### src/rtl/lkvc_pkg.sv
`default_nettype none

package lkvc_pkg;

  localparam int ENTRIES = 16;
  localparam int IDX_W   = (ENTRIES > 1) ? $clog2(ENTRIES) : 1;
  localparam int CNT_W   = $clog2(ENTRIES + 1);
  localparam int KEY_W   = 32;
  localparam int VAL_W   = 32;
  localparam int CFG_W   = 5;
  localparam int IN_DATA_W  = KEY_W + VAL_W;
  localparam int OUT_DATA_W = VAL_W;

  localparam logic REQ_GET = 1'b0;
  localparam logic REQ_PUT = 1'b1;

  localparam logic [CFG_W-1:0] CAP_RESET = CFG_W'(16);

  typedef logic [IDX_W-1:0] idx_t;
  typedef logic [CNT_W-1:0] cnt_t;

  typedef enum logic [2:0] {
    ST_IDLE = 3'b001,
    ST_SCAN = 3'b010,
    ST_UPD  = 3'b100
  } state_t;

endpackage

`default_nettype wire

### src/rtl/lkvc_ram.sv
`default_nettype none

module lkvc_ram #(
  parameter int WIDTH = 32,
  parameter int DEPTH = 16
) (
  input  wire logic                                      clk,
  input  wire logic                                      wr_en,
  input  wire logic [((DEPTH > 1) ? $clog2(DEPTH) : 1)-1:0] wr_addr,
  input  wire logic [WIDTH-1:0]                          wr_data,
  input  wire logic [((DEPTH > 1) ? $clog2(DEPTH) : 1)-1:0] rd_addr,
  output logic      [WIDTH-1:0]                          rd_data
);

  logic [WIDTH-1:0] mem [DEPTH];

  always_ff @(posedge clk) begin
    if (wr_en) begin
      mem[wr_addr] <= wr_data;
    end
    rd_data <= mem[rd_addr];
  end

endmodule

`default_nettype wire

### src/rtl/lru_key_value_cache_top.sv
`default_nettype none

// Channel | Ports          | Payload
// --------+----------------+-------------------------------------------
// input   | in_t*          | tuser: req_type; tdata: key, value
// result  | out_t*         | tuser: found; tdata: read_value
// config  | cfg_wr_*       | capacity (5 bits), written when cfg_wr_en
//
// A request is served by a scan of the key/value RAMs through one comparator,
// one entry per cycle, and then a commit state that registers the result.
// in_tready is high only while the sequencer is idle; the next request may
// transfer in the same cycle that the registered result is first presented.
// A held result (out_tready low) stalls the commit of the following request.
// Synchronous active-low reset clears valid bits, ranks, occupancy; capacity resets to 16.

module lru_key_value_cache_top (
  input  wire logic                              clk,
  input  wire logic                              rst_n,
  input  wire logic                              in_tvalid,
  output logic                                   in_tready,
  input  wire logic [lkvc_pkg::IN_DATA_W-1:0]    in_tdata,   // key, value
  input  wire logic                              in_tuser,   // req_type
  output logic                                   out_tvalid,
  input  wire logic                              out_tready,
  output logic      [lkvc_pkg::OUT_DATA_W-1:0]   out_tdata,  // read_value
  output logic                                   out_tuser,  // found
  input  wire logic                              cfg_wr_en,
  input  wire logic [lkvc_pkg::CFG_W-1:0]        cfg_wr_data
);

  lkvc_pkg::state_t                 state_r, state_nxt;
  logic [lkvc_pkg::CFG_W-1:0]       cap_r;
  lkvc_pkg::cnt_t                   cnt_r, cnt_nxt;
  logic [lkvc_pkg::ENTRIES-1:0]     valid_r, valid_nxt;
  lkvc_pkg::idx_t                   rank_r   [lkvc_pkg::ENTRIES];
  lkvc_pkg::idx_t                   rank_nxt [lkvc_pkg::ENTRIES];

  logic                             put_r;
  logic [lkvc_pkg::KEY_W-1:0]       key_r;
  logic [lkvc_pkg::VAL_W-1:0]       val_r;

  lkvc_pkg::idx_t                   scan_idx_r, scan_idx_nxt;
  lkvc_pkg::idx_t                   cmp_idx_r;
  logic                             cmp_vld_r, cmp_vld_nxt;
  logic                             hit_r, hit_nxt;
  lkvc_pkg::idx_t                   hit_idx_r, hit_idx_nxt;
  lkvc_pkg::idx_t                   hit_rank_r, hit_rank_nxt;
  logic [lkvc_pkg::VAL_W-1:0]       hit_val_r, hit_val_nxt;
  lkvc_pkg::idx_t                   victim_r, victim_nxt;

  logic                             out_tvalid_r, out_tvalid_nxt;
  logic                             out_found_r, out_found_nxt;
  logic [lkvc_pkg::VAL_W-1:0]       out_rdval_r, out_rdval_nxt;

  logic [lkvc_pkg::KEY_W-1:0]       key_rd;
  logic [lkvc_pkg::VAL_W-1:0]       val_rd;
  logic                             key_we, val_we;
  lkvc_pkg::idx_t                   val_waddr;

  lkvc_pkg::cnt_t                   eff_cap;
  lkvc_pkg::cnt_t                   cnt_m1;
  logic                             in_xfer, out_free, cmp_live, match, oldest;
  logic                             do_evict, do_insert;
  logic [lkvc_pkg::ENTRIES-1:0]     valid_ev;
  lkvc_pkg::idx_t                   slot;
  localparam lkvc_pkg::idx_t        LAST_IDX = lkvc_pkg::IDX_W'(lkvc_pkg::ENTRIES - 1);

  assign in_tready  = (state_r == lkvc_pkg::ST_IDLE);
  assign in_xfer    = in_tvalid && in_tready;
  assign out_free   = !out_tvalid_r || out_tready;
  assign out_tvalid = out_tvalid_r;
  assign out_tuser  = out_found_r;
  assign out_tdata  = out_rdval_r;

  always_comb begin
    if (cap_r == '0) begin
      eff_cap = lkvc_pkg::CNT_W'(1);
    end else if (int'(cap_r) > lkvc_pkg::ENTRIES) begin
      eff_cap = lkvc_pkg::CNT_W'(lkvc_pkg::ENTRIES);
    end else begin
      eff_cap = lkvc_pkg::CNT_W'(cap_r);
    end
  end

  assign cnt_m1   = cnt_r - lkvc_pkg::CNT_W'(1);
  assign cmp_live = cmp_vld_r && valid_r[cmp_idx_r];
  assign match    = cmp_live && (key_rd == key_r);
  assign oldest   = cmp_live && (lkvc_pkg::CNT_W'(rank_r[cmp_idx_r]) == cnt_m1);

  assign do_evict  = !hit_r && (put_r == lkvc_pkg::REQ_PUT) && (cnt_r >= eff_cap);
  assign do_insert = !hit_r && (put_r == lkvc_pkg::REQ_PUT);

  always_comb begin
    valid_ev = valid_r;
    if (do_evict) begin
      valid_ev[victim_r] = 1'b0;
    end
  end

  always_comb begin
    slot = '0;
    for (int i = lkvc_pkg::ENTRIES - 1; i >= 0; i--) begin
      if (!valid_ev[i]) begin
        slot = lkvc_pkg::IDX_W'(i);
      end
    end
  end

  assign key_we    = (state_r == lkvc_pkg::ST_UPD) && out_free && do_insert;
  assign val_we    = (state_r == lkvc_pkg::ST_UPD) && out_free && (put_r == lkvc_pkg::REQ_PUT);
  assign val_waddr = hit_r ? hit_idx_r : slot;

  always_comb begin
    state_nxt      = state_r;
    scan_idx_nxt   = scan_idx_r;
    cmp_vld_nxt    = cmp_vld_r;
    hit_nxt        = hit_r;
    hit_idx_nxt    = hit_idx_r;
    hit_rank_nxt   = hit_rank_r;
    hit_val_nxt    = hit_val_r;
    victim_nxt     = victim_r;
    cnt_nxt        = cnt_r;
    valid_nxt      = valid_r;
    rank_nxt       = rank_r;
    out_tvalid_nxt = out_tvalid_r && !out_tready;
    out_found_nxt  = out_found_r;
    out_rdval_nxt  = out_rdval_r;

    unique case (state_r)
      lkvc_pkg::ST_IDLE: begin
        if (in_xfer) begin
          state_nxt    = lkvc_pkg::ST_SCAN;
          scan_idx_nxt = '0;
          cmp_vld_nxt  = 1'b0;
          hit_nxt      = 1'b0;
        end
      end
      lkvc_pkg::ST_SCAN: begin
        cmp_vld_nxt = 1'b1;
        if (scan_idx_r != LAST_IDX) begin
          scan_idx_nxt = scan_idx_r + lkvc_pkg::IDX_W'(1);
        end
        if (match && !hit_r) begin
          hit_nxt      = 1'b1;
          hit_idx_nxt  = cmp_idx_r;
          hit_rank_nxt = rank_r[cmp_idx_r];
          hit_val_nxt  = val_rd;
        end
        if (oldest) begin
          victim_nxt = cmp_idx_r;
        end
        if (cmp_vld_r && (cmp_idx_r == LAST_IDX)) begin
          state_nxt = lkvc_pkg::ST_UPD;
        end
      end
      lkvc_pkg::ST_UPD: begin
        if (out_free) begin
          state_nxt      = lkvc_pkg::ST_IDLE;
          out_tvalid_nxt = 1'b1;
          out_found_nxt  = hit_r;
          out_rdval_nxt  = (hit_r && (put_r == lkvc_pkg::REQ_GET)) ? hit_val_r : '0;
          if (hit_r) begin
            for (int i = 0; i < lkvc_pkg::ENTRIES; i++) begin
              if (valid_r[i] && (rank_r[i] < hit_rank_r)) begin
                rank_nxt[i] = rank_r[i] + lkvc_pkg::IDX_W'(1);
              end
            end
            rank_nxt[hit_idx_r] = '0;
          end else if (do_insert) begin
            for (int i = 0; i < lkvc_pkg::ENTRIES; i++) begin
              if (valid_ev[i]) begin
                rank_nxt[i] = rank_r[i] + lkvc_pkg::IDX_W'(1);
              end
            end
            if (do_evict) begin
              rank_nxt[victim_r] = '0;
            end
            rank_nxt[slot] = '0;
            valid_nxt       = valid_ev;
            valid_nxt[slot] = 1'b1;
            cnt_nxt = do_evict ? cnt_r : cnt_r + lkvc_pkg::CNT_W'(1);
          end
        end
      end
      default: begin
        state_nxt = lkvc_pkg::ST_IDLE;
      end
    endcase
  end

  always_ff @(posedge clk) begin
    if (!rst_n) begin
      state_r      <= lkvc_pkg::ST_IDLE;
      cap_r        <= lkvc_pkg::CAP_RESET;
      cnt_r        <= '0;
      valid_r      <= '0;
      cmp_vld_r    <= 1'b0;
      hit_r        <= 1'b0;
      out_tvalid_r <= 1'b0;
      for (int i = 0; i < lkvc_pkg::ENTRIES; i++) begin
        rank_r[i] <= '0;
      end
    end else begin
      state_r      <= state_nxt;
      cnt_r        <= cnt_nxt;
      valid_r      <= valid_nxt;
      cmp_vld_r    <= cmp_vld_nxt;
      hit_r        <= hit_nxt;
      out_tvalid_r <= out_tvalid_nxt;
      rank_r       <= rank_nxt;
      if (cfg_wr_en) begin
        cap_r <= cfg_wr_data;
      end
    end
  end

  always_ff @(posedge clk) begin
    if (in_xfer) begin
      put_r <= in_tuser;
      key_r <= in_tdata[lkvc_pkg::KEY_W-1:0];
      val_r <= in_tdata[lkvc_pkg::IN_DATA_W-1:lkvc_pkg::KEY_W];
    end
    scan_idx_r  <= scan_idx_nxt;
    cmp_idx_r   <= scan_idx_r;
    hit_idx_r   <= hit_idx_nxt;
    hit_rank_r  <= hit_rank_nxt;
    hit_val_r   <= hit_val_nxt;
    victim_r    <= victim_nxt;
    out_found_r <= out_found_nxt;
    out_rdval_r <= out_rdval_nxt;
  end

  lkvc_ram #(
    .WIDTH (lkvc_pkg::KEY_W),
    .DEPTH (lkvc_pkg::ENTRIES)
  ) u_key_ram (
    .clk     (clk),
    .wr_en   (key_we),
    .wr_addr (slot),
    .wr_data (key_r),
    .rd_addr (scan_idx_r),
    .rd_data (key_rd)
  );

  lkvc_ram #(
    .WIDTH (lkvc_pkg::VAL_W),
    .DEPTH (lkvc_pkg::ENTRIES)
  ) u_val_ram (
    .clk     (clk),
    .wr_en   (val_we),
    .wr_addr (val_waddr),
    .wr_data (val_r),
    .rd_addr (scan_idx_r),
    .rd_data (val_rd)
  );

  a_occ_matches_valid: assert property (@(posedge clk) disable iff (!rst_n)
    $countones(valid_r) == int'(cnt_r))
    else $error("occupancy count disagrees with valid bits");

  a_occ_bound: assert property (@(posedge clk) disable iff (!rst_n)
    int'(cnt_r) <= lkvc_pkg::ENTRIES)
    else $error("occupancy above entry count");

  a_miss_zero: assert property (@(posedge clk) disable iff (!rst_n)
    (out_tvalid_r && !out_found_r) |-> (out_rdval_r == '0))
    else $error("miss result carries nonzero value");

  a_commit_done: assert property (@(posedge clk) disable iff (!rst_n)
    (state_r == lkvc_pkg::ST_UPD && out_free) |=> (state_r == lkvc_pkg::ST_IDLE && out_tvalid_r))
    else $error("commit did not present a result");

endmodule

`default_nettype wire

### config.mk
export PLATFORM = sky130hd
export DESIGN_NAME = lru_key_value_cache_top
export DESIGN_NICKNAME = d
export VERILOG_FILES = /design/src/rtl/lkvc_pkg.sv /design/src/rtl/lkvc_ram.sv /design/src/rtl/lru_key_value_cache_top.sv
export SDC_FILE = /design/constraint.sdc
export NUM_CORES = 2
export LEC_CHECK = 0
export ABC_AREA = 1
export BUFFER_PORTS_ARGS = -buffer_cell sky130_fd_sc_hd__buf_2
export CORE_UTILIZATION = 54
export CTS_CLUSTER_DIAMETER = 50
export DETAILED_ROUTE_END_ITERATION = 16
export PLACE_DENSITY = 0.7
export SYNTH_ARGS = -nofsm -noshare
export SYNTH_HDL_FRONTEND = slang
export SYNTH_SLANG_ARGS = --single-unit
### constraint.sdc
create_clock -name clk -period 5.8 [get_ports clk]
set_input_delay 0.58 -clock clk [delete_from_list [all_inputs] [get_ports clk]]
set_output_delay 0.58 -clock clk [all_outputs]
set_load 0.02 [all_outputs]
# Word level (Yosys, flattened, before mapping)
# Memories as Yosys holds them, arrays and structs flattened. A register that Yosys moved wholly into a read port is not among the register bits.
# Cells that the tools add are included.
word_totals:
  register_bits: 246
  ram_bits: 1024
  in_bits: 75
  output_inout_bits: 35
  word_cells: 367
  mem_count: 2
mem_list:
  columns: ["name", "words", "word_bits", "rd", "rd_clocked_by_memory_dff", "wr", "line_no", "rtl"]
  rows:
  - ["u_key_ram.mem", 16, 32, 1, 1, 1, "lkvc_ram.sv:15", "logic [WIDTH-1:0] mem [DEPTH];"]
  - ["u_val_ram.mem", 16, 32, 1, 1, 1, "lkvc_ram.sv:15", null]
op_classes:
  n_addsub: 19
  magnitude_cmp: 30
  eq_ne: 12
  muxes: 203
  bitwise_logic: 16
  n_reduce_logical: 51
ops:
  columns: ["op", "count"]
  rows:
  - ["2-to-1 mux 4 bit", 168]
  - ["2-to-1 mux 64 bit", 7]
  - ["bitwise AND 64 bit", 3]
  - ["inverter 64 bit", 3]
  - ["adder 4 x 1 -> 4 bit, second input constant", 17]
  - ["< comparator 4 bit", 16]
  - ["demux 4 bit (select 4 bit)", 3]
  - ["logical AND 1 bit", 34]
  - ["equality test 32 bit", 1]
  - ["greater-or-equal comparator 5 bit, second input constant", 4]
  - ["inverter 4 -> 5 bit", 4]
  - ["bitwise AND 16 bit", 1]
  - ["binary-select mux 4 bit (select 4 bit)", 1]
  - ["2-to-1 mux 16 bit", 1]
  - ["inverter 16 bit", 1]
  - ["OR 16 bit", 1]
  - ["< comparator 4 x 5 -> 1 bit, second input constant", 3]
  - ["< comparator 5 x 1 -> 1 bit, second input constant", 3]
  - ["AND reduction 3 bit", 4]
  - ["2-to-1 mux 1 bit", 11]
  - ["2-to-1 mux 5 bit", 2]
  - ["2-to-1 mux 3 bit", 3]
  - ["one-hot mux 3 bit (3 select lines)", 1]
  - ["demux 1 bit (select 4 bit)", 2]
  - ["other kinds (24)", 37]

# Longest topological paths before layout
logic_depth:
  ltp_word: 32
  depth_mapped: 29

# Cells and area by module
# From an unflattened synthesis, not the netlist that was laid out.
unflattened:
  hier_cells: 5948
  area_unflattened_um2: 59570.9
by_module_without_submodules:
  columns: ["module", "n_inst", "cells_each", "area_each_um2", "seq_area_each_um2"]
  rows:
  - ["lkvc_ram", 2, 2120, 22730.6, 16015.4]
  - ["lru_key_value_cache_top", 1, 1708, 14109.8, 6386.1]

# Least setup slack after synthesis
# Ideal clock, no wire load.
synth_timing:
  path_kind: "input port to flip-flop"
  startpoint: "input port out_tready"
  endpoint: "memory u_key_ram.mem[14][0], enable pin"
  setup_ns: 0.421
  arrival_time_ns: 4.511
  t_required_ns: 5.379
  path_slack_ns: 0.867
  stages: 9
  n_path_buf: 1
  path_cell_list: "nor2_1 nor2_1 inv_1 nor2_1 inv_1 nor2_1 inv_2 clkbuf_1 nor2_1"
synth_between:
  elab_chain_cells: 5
synth_rtl:
  columns: ["element", "line_no", "rtl"]
  rows:
  - ["from (decl)", "lru_key_value_cache_top.sv:24", "input wire logic out_tready,"]
  - ["logical OR 1 bit", "lru_key_value_cache_top.sv:70", "assign out_free = !out_tvalid_r || out_tready;"]
  - ["logical AND 1 bit (2 in series)", "lru_key_value_cache_top.sv:109", "assign key_we = (state_r == lkvc_pkg::ST_UPD) && out_free && do_insert;"]
  - ["2-to-1 mux 1 bit", "lkvc_ram.sv:18", "if (wr_en) begin"]
  - ["2-to-1 mux 1 bit (implied by the code)", "lkvc_ram.sv:19", "mem[wr_addr] <= wr_data;"]
  - ["to (decl)", "lkvc_ram.sv:15", null]
# Every way passes these cells.

# Worst setup path in the final report
layout_timing:
  startpoint: "register cap_r[2] in the netlist's numbering"
  endpoint: "memory u_val_ram.mem[0][30], enable pin"
layout_between:
  elab_chain_cells: 23
layout_rtl:
  columns: ["element", "line_no", "rtl"]
  rows:
  - ["from (decl)", "lru_key_value_cache_top.sv:32", "logic [lkvc_pkg::CFG_W-1:0] cap_r;"]
  - ["from (signal assigned)", "lru_key_value_cache_top.sv:194", "cap_r <= lkvc_pkg::CAP_RESET;"]
  - ["from (signal assigned)", "lru_key_value_cache_top.sv:212", "cap_r <= cfg_wr_data;"]
  - ["> comparator 5 bit", "lru_key_value_cache_top.sv:78", "end else if (int'(cap_r) > lkvc_pkg::ENTRIES) begin"]
  - ["2-to-1 mux 5 bit", "lru_key_value_cache_top.sv:78", null]
  - ["2-to-1 mux 5 bit (*)", "lru_key_value_cache_top.sv:76", "if (cap_r == '0) begin"]
  - ["greater-or-equal comparator 5 bit (*)", "lru_key_value_cache_top.sv:90", "assign do_evict = !hit_r && (put_r == lkvc_pkg::REQ_PUT) && (cnt_r >= eff_cap);"]
  - ["logical AND 1 bit (*)", "lru_key_value_cache_top.sv:90", null]
  - ["2-to-1 mux 16 bit (*)", "lru_key_value_cache_top.sv:95", "if (do_evict) begin"]
  - ["2-to-1 mux 4 bit (15 in series)", "lru_key_value_cache_top.sv:103", "if (!valid_ev[i]) begin"]
  - ["2-to-1 mux 4 bit (*)", "lru_key_value_cache_top.sv:103", null]
  - ["2-to-1 mux 4 bit (*)", "lru_key_value_cache_top.sv:111", "assign val_waddr = hit_r ? hit_idx_r : slot;"]
  - ["to (decl)", "lkvc_ram.sv:15", null]
# Mark *: on every way between the ends. The rest lies on a longest branch, timed or not.

==> results list <==
- Critical register-to-register path startpoint: cap_r[2]
- Clock-pin slew reported for the worst setup and hold paths after clock tree synthesis: 60 ps
- Using the TritonRoute via totals, the vias-per-cell ratio works out to 5.96.
* TritonCTS clock tree: built
- Summed over all instances, the cell type with the most area after synthesis is edfxtp_1.
* Number of warnings printed during yosys synthesis: 0
- The cell count after synthesis came out at 4,507.
- Required time at the endpoint of the critical path: 6220 ps
* Initial antenna violation count: 2
- Summed area of non-filler cells in the final layout: 62,500 um2
- Destination of the worst hold path: cap_r[0]
- Across the run, the number of max-cap violations was 0.
* Final hold violations: 0
- The later pin in the worst-skew pair is clocked with a latency of 760 ps.
- Die Height: 321 um
- Sequential cell area: 38,400 um2
- For this run, the top clock speed supported by timing is 0.203 GHz.
- Max incr delay on CP: 530 ps
- R2R depth: 28
- Detailed placement ended at an HPWL of 76.2 mm.
- Overall via count from detail_route: 36,500
* Synth area leaders: edfxtp_1, dfxtp_1, nor2_1
- The worst path uses 85.0% of the clock period.
* List of most frequent post-synthesis cells: edfxtp_1, nor2_1, o21ai_0
* Buffer count from post-CTS setup fixing: 0
- Multi-input gate area: 14,900 um2
- Distinct cells, synth: 47
- Register-to-Register Setup Slack: 870 ps
- Most frequent CP cell: nand2_1
- The number of global-route vias before repair is 34,500.
- Relative max-transition margin: 26.5%
- Fraction of final layout cells sized beyond drive strength 1: 10.1%
- Flip-flop and latch count after synthesis: 1,334
- Share of the synthesized area in the top cell type: 63.9%
* Slowest CP cell: or4_1
- Average instance area after synthesis: 12.2 um2
* Weighted congestion reported at the end of routability-driven placement: 0.936
- Post-layout min period: 4930 ps
* Worst-case clock skew: 25.5 ps
* Max H-tree Level: 4
* Crit start category: flop
* Hold path depth: 3
- Fill count: 7,601
- The cell sitting at the root of the clock tree is a clkbuf_16.
* Synth-to-layout area growth: 13.7%
- Share of synthesized area occupied by flip-flops and latches: 69.8%
- Met3 wire length: 10.8 mm
* Status: finished, final reports clean
- Setup violations remaining at the end of the flow were counted as 0.
- Netlist Area Pre-Place: 55,000 um2
* Die Width: 321 um
- Launch point of the worst hold path: cfg_wr_data[0]
- Effective utilization at floorplan: 54.8%
* Critical path peak fanout: 19
- The synthesized design contains 1,170 enable-type register cells.
* Diodes inserted: 0
- Peak supply drop: 0.000262 V
- Largest net degree at the start of global routing: 196
* Detailed-router iteration count before antenna repair: 6
- The region available for standard cell placement spans 100,000 um2.
* Crit path DAT: 5350 ps
* Highest metal layer used by the detailed router: met4
- For this design the static power due to leakage is 21.7 nW.
- In this run the count of I/O pins placed on the die edge is 110.
- Net Count, Synth: 4,654
- DRC violations left: 0
* Wire length of the first global-routing pass: 205 mm
- After synthesis, the share of flip-flops with an asynchronous set or reset is 0%.
- Num CTS Buffers: 148
- Summing all placed instances gives a cell area of 57,100 um2.
- The clock net in this run drives a total of 1,334 sinks.
- Post-Route WL: 134 mm
- Actual transition at the worst max-transition pin: 1100 ps
* RSZ-0062 raised after global routing: false
* PortBufs: 109
- Die outline area: 103,000 um2
- The number of max-slew violations in the final report is 0.
- Violation count after the first detailed-routing iteration: 4,338
- For this run, the leading register cell type out of synthesis is edfxtp_1.
- Dividing total power by cell area gives a power density of 343 nW/um2.
* Maximum clock insertion buffer count: 3
- Dividing the detail-routed wire length by the instance count gives 21.9 um.
- Row cnt: 116
- Final-layout setup total negative slack: 0 ps
* Length of routed wiring on met1: 57.5 mm
- Length of routed met2 wiring: 62.4 mm
* Worst min-delay path category: input port to flop
- Class of the most critical setup path: flop to flop
- Yosys instantiated no cell more often than edfxtp_1.
* Total routing resource utilization after global routing: 26.1%
- Antenna-violating nets left: 0
- Grt total ovfl: 0
- Net count reported at finish: 4,795
- Element type at the critical path end: flop
* Capture point of the worst reg-to-reg path: u_val_ram.mem[0][30]
## area by class of cell
cell class,count,area share (%)
clock buffers,193,6.29
flip-flops and latches,1334,61.4
repair buffers,237,2.78
well taps,1357,2.72
multi-input cells,2670,23.9
clock inverters,83,1.36
inverters,257,1.56
## through the flow
stage | std cells | power [mW] | hold WS, ps | setup WS, ps | util [%]
2_1_floorplan | 4507 | 11.9 | 370 | 867 | -
3_3_place_gp | 5793 | 12.4 | 387 | 941 | 56.9
3_5_place_dp | 5793 | 12.5 | 389 | 913 | 56.9
4_1_cts | 6131 | 21.6 | 16.7 | 889 | 62.3
5_1_grt | 6131 | 22.1 | 34.6 | 559 | 62.3
6_report | 6131 | 21.4 | 65.7 | 872 | 62.3
## report_power, final
| part | switching, mW | total (mW) | internal [mW] | leakage, nW |
|---|---|---|---|---|
| clock | 3.86 | 9.13 | 5.26 | 2.32 |
| sequential | 0.251 | 10.9 | 10.7 | 11.9 |
| combinational | 0.939 | 1.39 | 0.451 | 7.48 |
| total | 5.05 | 21.4 | 16.4 | 21.7 |
## state kept, by name, summed over array words and instances (netlist names), 3 cells and up
| register | flops |
|---|---|
| u_key_ram.rd_data | 32 |
| cap_r | 5 |
| cmp_idx_r | 4 |
| state_r | 3 |
| victim_r | 4 |
| rank_r | 64 |
| key_r | 32 |
| out_tdata | 32 |
| hit_rank_r | 4 |
| u_val_ram.rd_data | 32 |
| hit_idx_r | 4 |
| val_r | 32 |
| u_val_ram.mem | 512 |
| cnt_r | 5 |
| valid_r | 16 |
| u_key_ram.mem | 512 |
| scan_idx_r | 4 |
| hit_val_r | 32 |
## cell families after synthesis
logic type / Yosys count / share of synthesized area [%]
buffers and inverters: 503 / 3.44
AND/OR/NAND/NOR: 1458 / 10.9
AO/OA/AOI/OAI: 963 / 11.1
adder cells (fa/ha/maj): 72 / 1.64
multiplexers: 104 / 1.89
flip-flops: 1334 / 69.8
XOR/XNOR: 73 / 1.16
## critical path: cells and delay by family (launching register included)
family	cells	cell delay, ps
buf+inv	2	460
fa+ha+maj	1	270
flops	1	320
simple gates	24	3370
compound gates	1	150
## routing by layer
layer | GRT usage [%] | vias up
met5 | 0 | -
met4 | 8.46 | 0
met3 | 4.57 | 242
met2 | 40.3 | 1583
met1 | 37.6 | 17900
li1 | - | 16800
## cells in the final DEF, fill, tap and decap left out, types with 140 or more instances in the layout
cell          n
a21oi_1     140
edfxtp_1   1170
o21ai_0     428
clkbuf_16   148
nor2_1      746
inv_1       231
nand3_1     202
dfxtp_1     164
nand2_1     403
o32ai_1     152
## worst max path at each step
stage / start / endpoint / slack (ps) / cells after the start
6_report: cap_r[2] / u_val_ram.mem[0][30] / 870 / 28
5_1_grt: cap_r[2] / u_val_ram.mem[13][5] / 560 / 20
4_1_cts: cap_r[2] / u_val_ram.mem[13][5] / 890 / 21
3_5_place_dp: cap_r[2] / u_val_ram.mem[13][29] / 910 / 21
3_3_place_gp: cap_r[2] / u_val_ram.mem[13][21] / 940 / 20
2_1_floorplan: out_tready / u_key_ram.mem[14][0] / 870 / 9
## repair_timing
action,4_1_cts,5_1_grt
endpoints found under the hold margin,62,0
hold buffers,62,0
gates resized for setup,0,0
No activity file was read; power rests on OpenSTA's default activity.
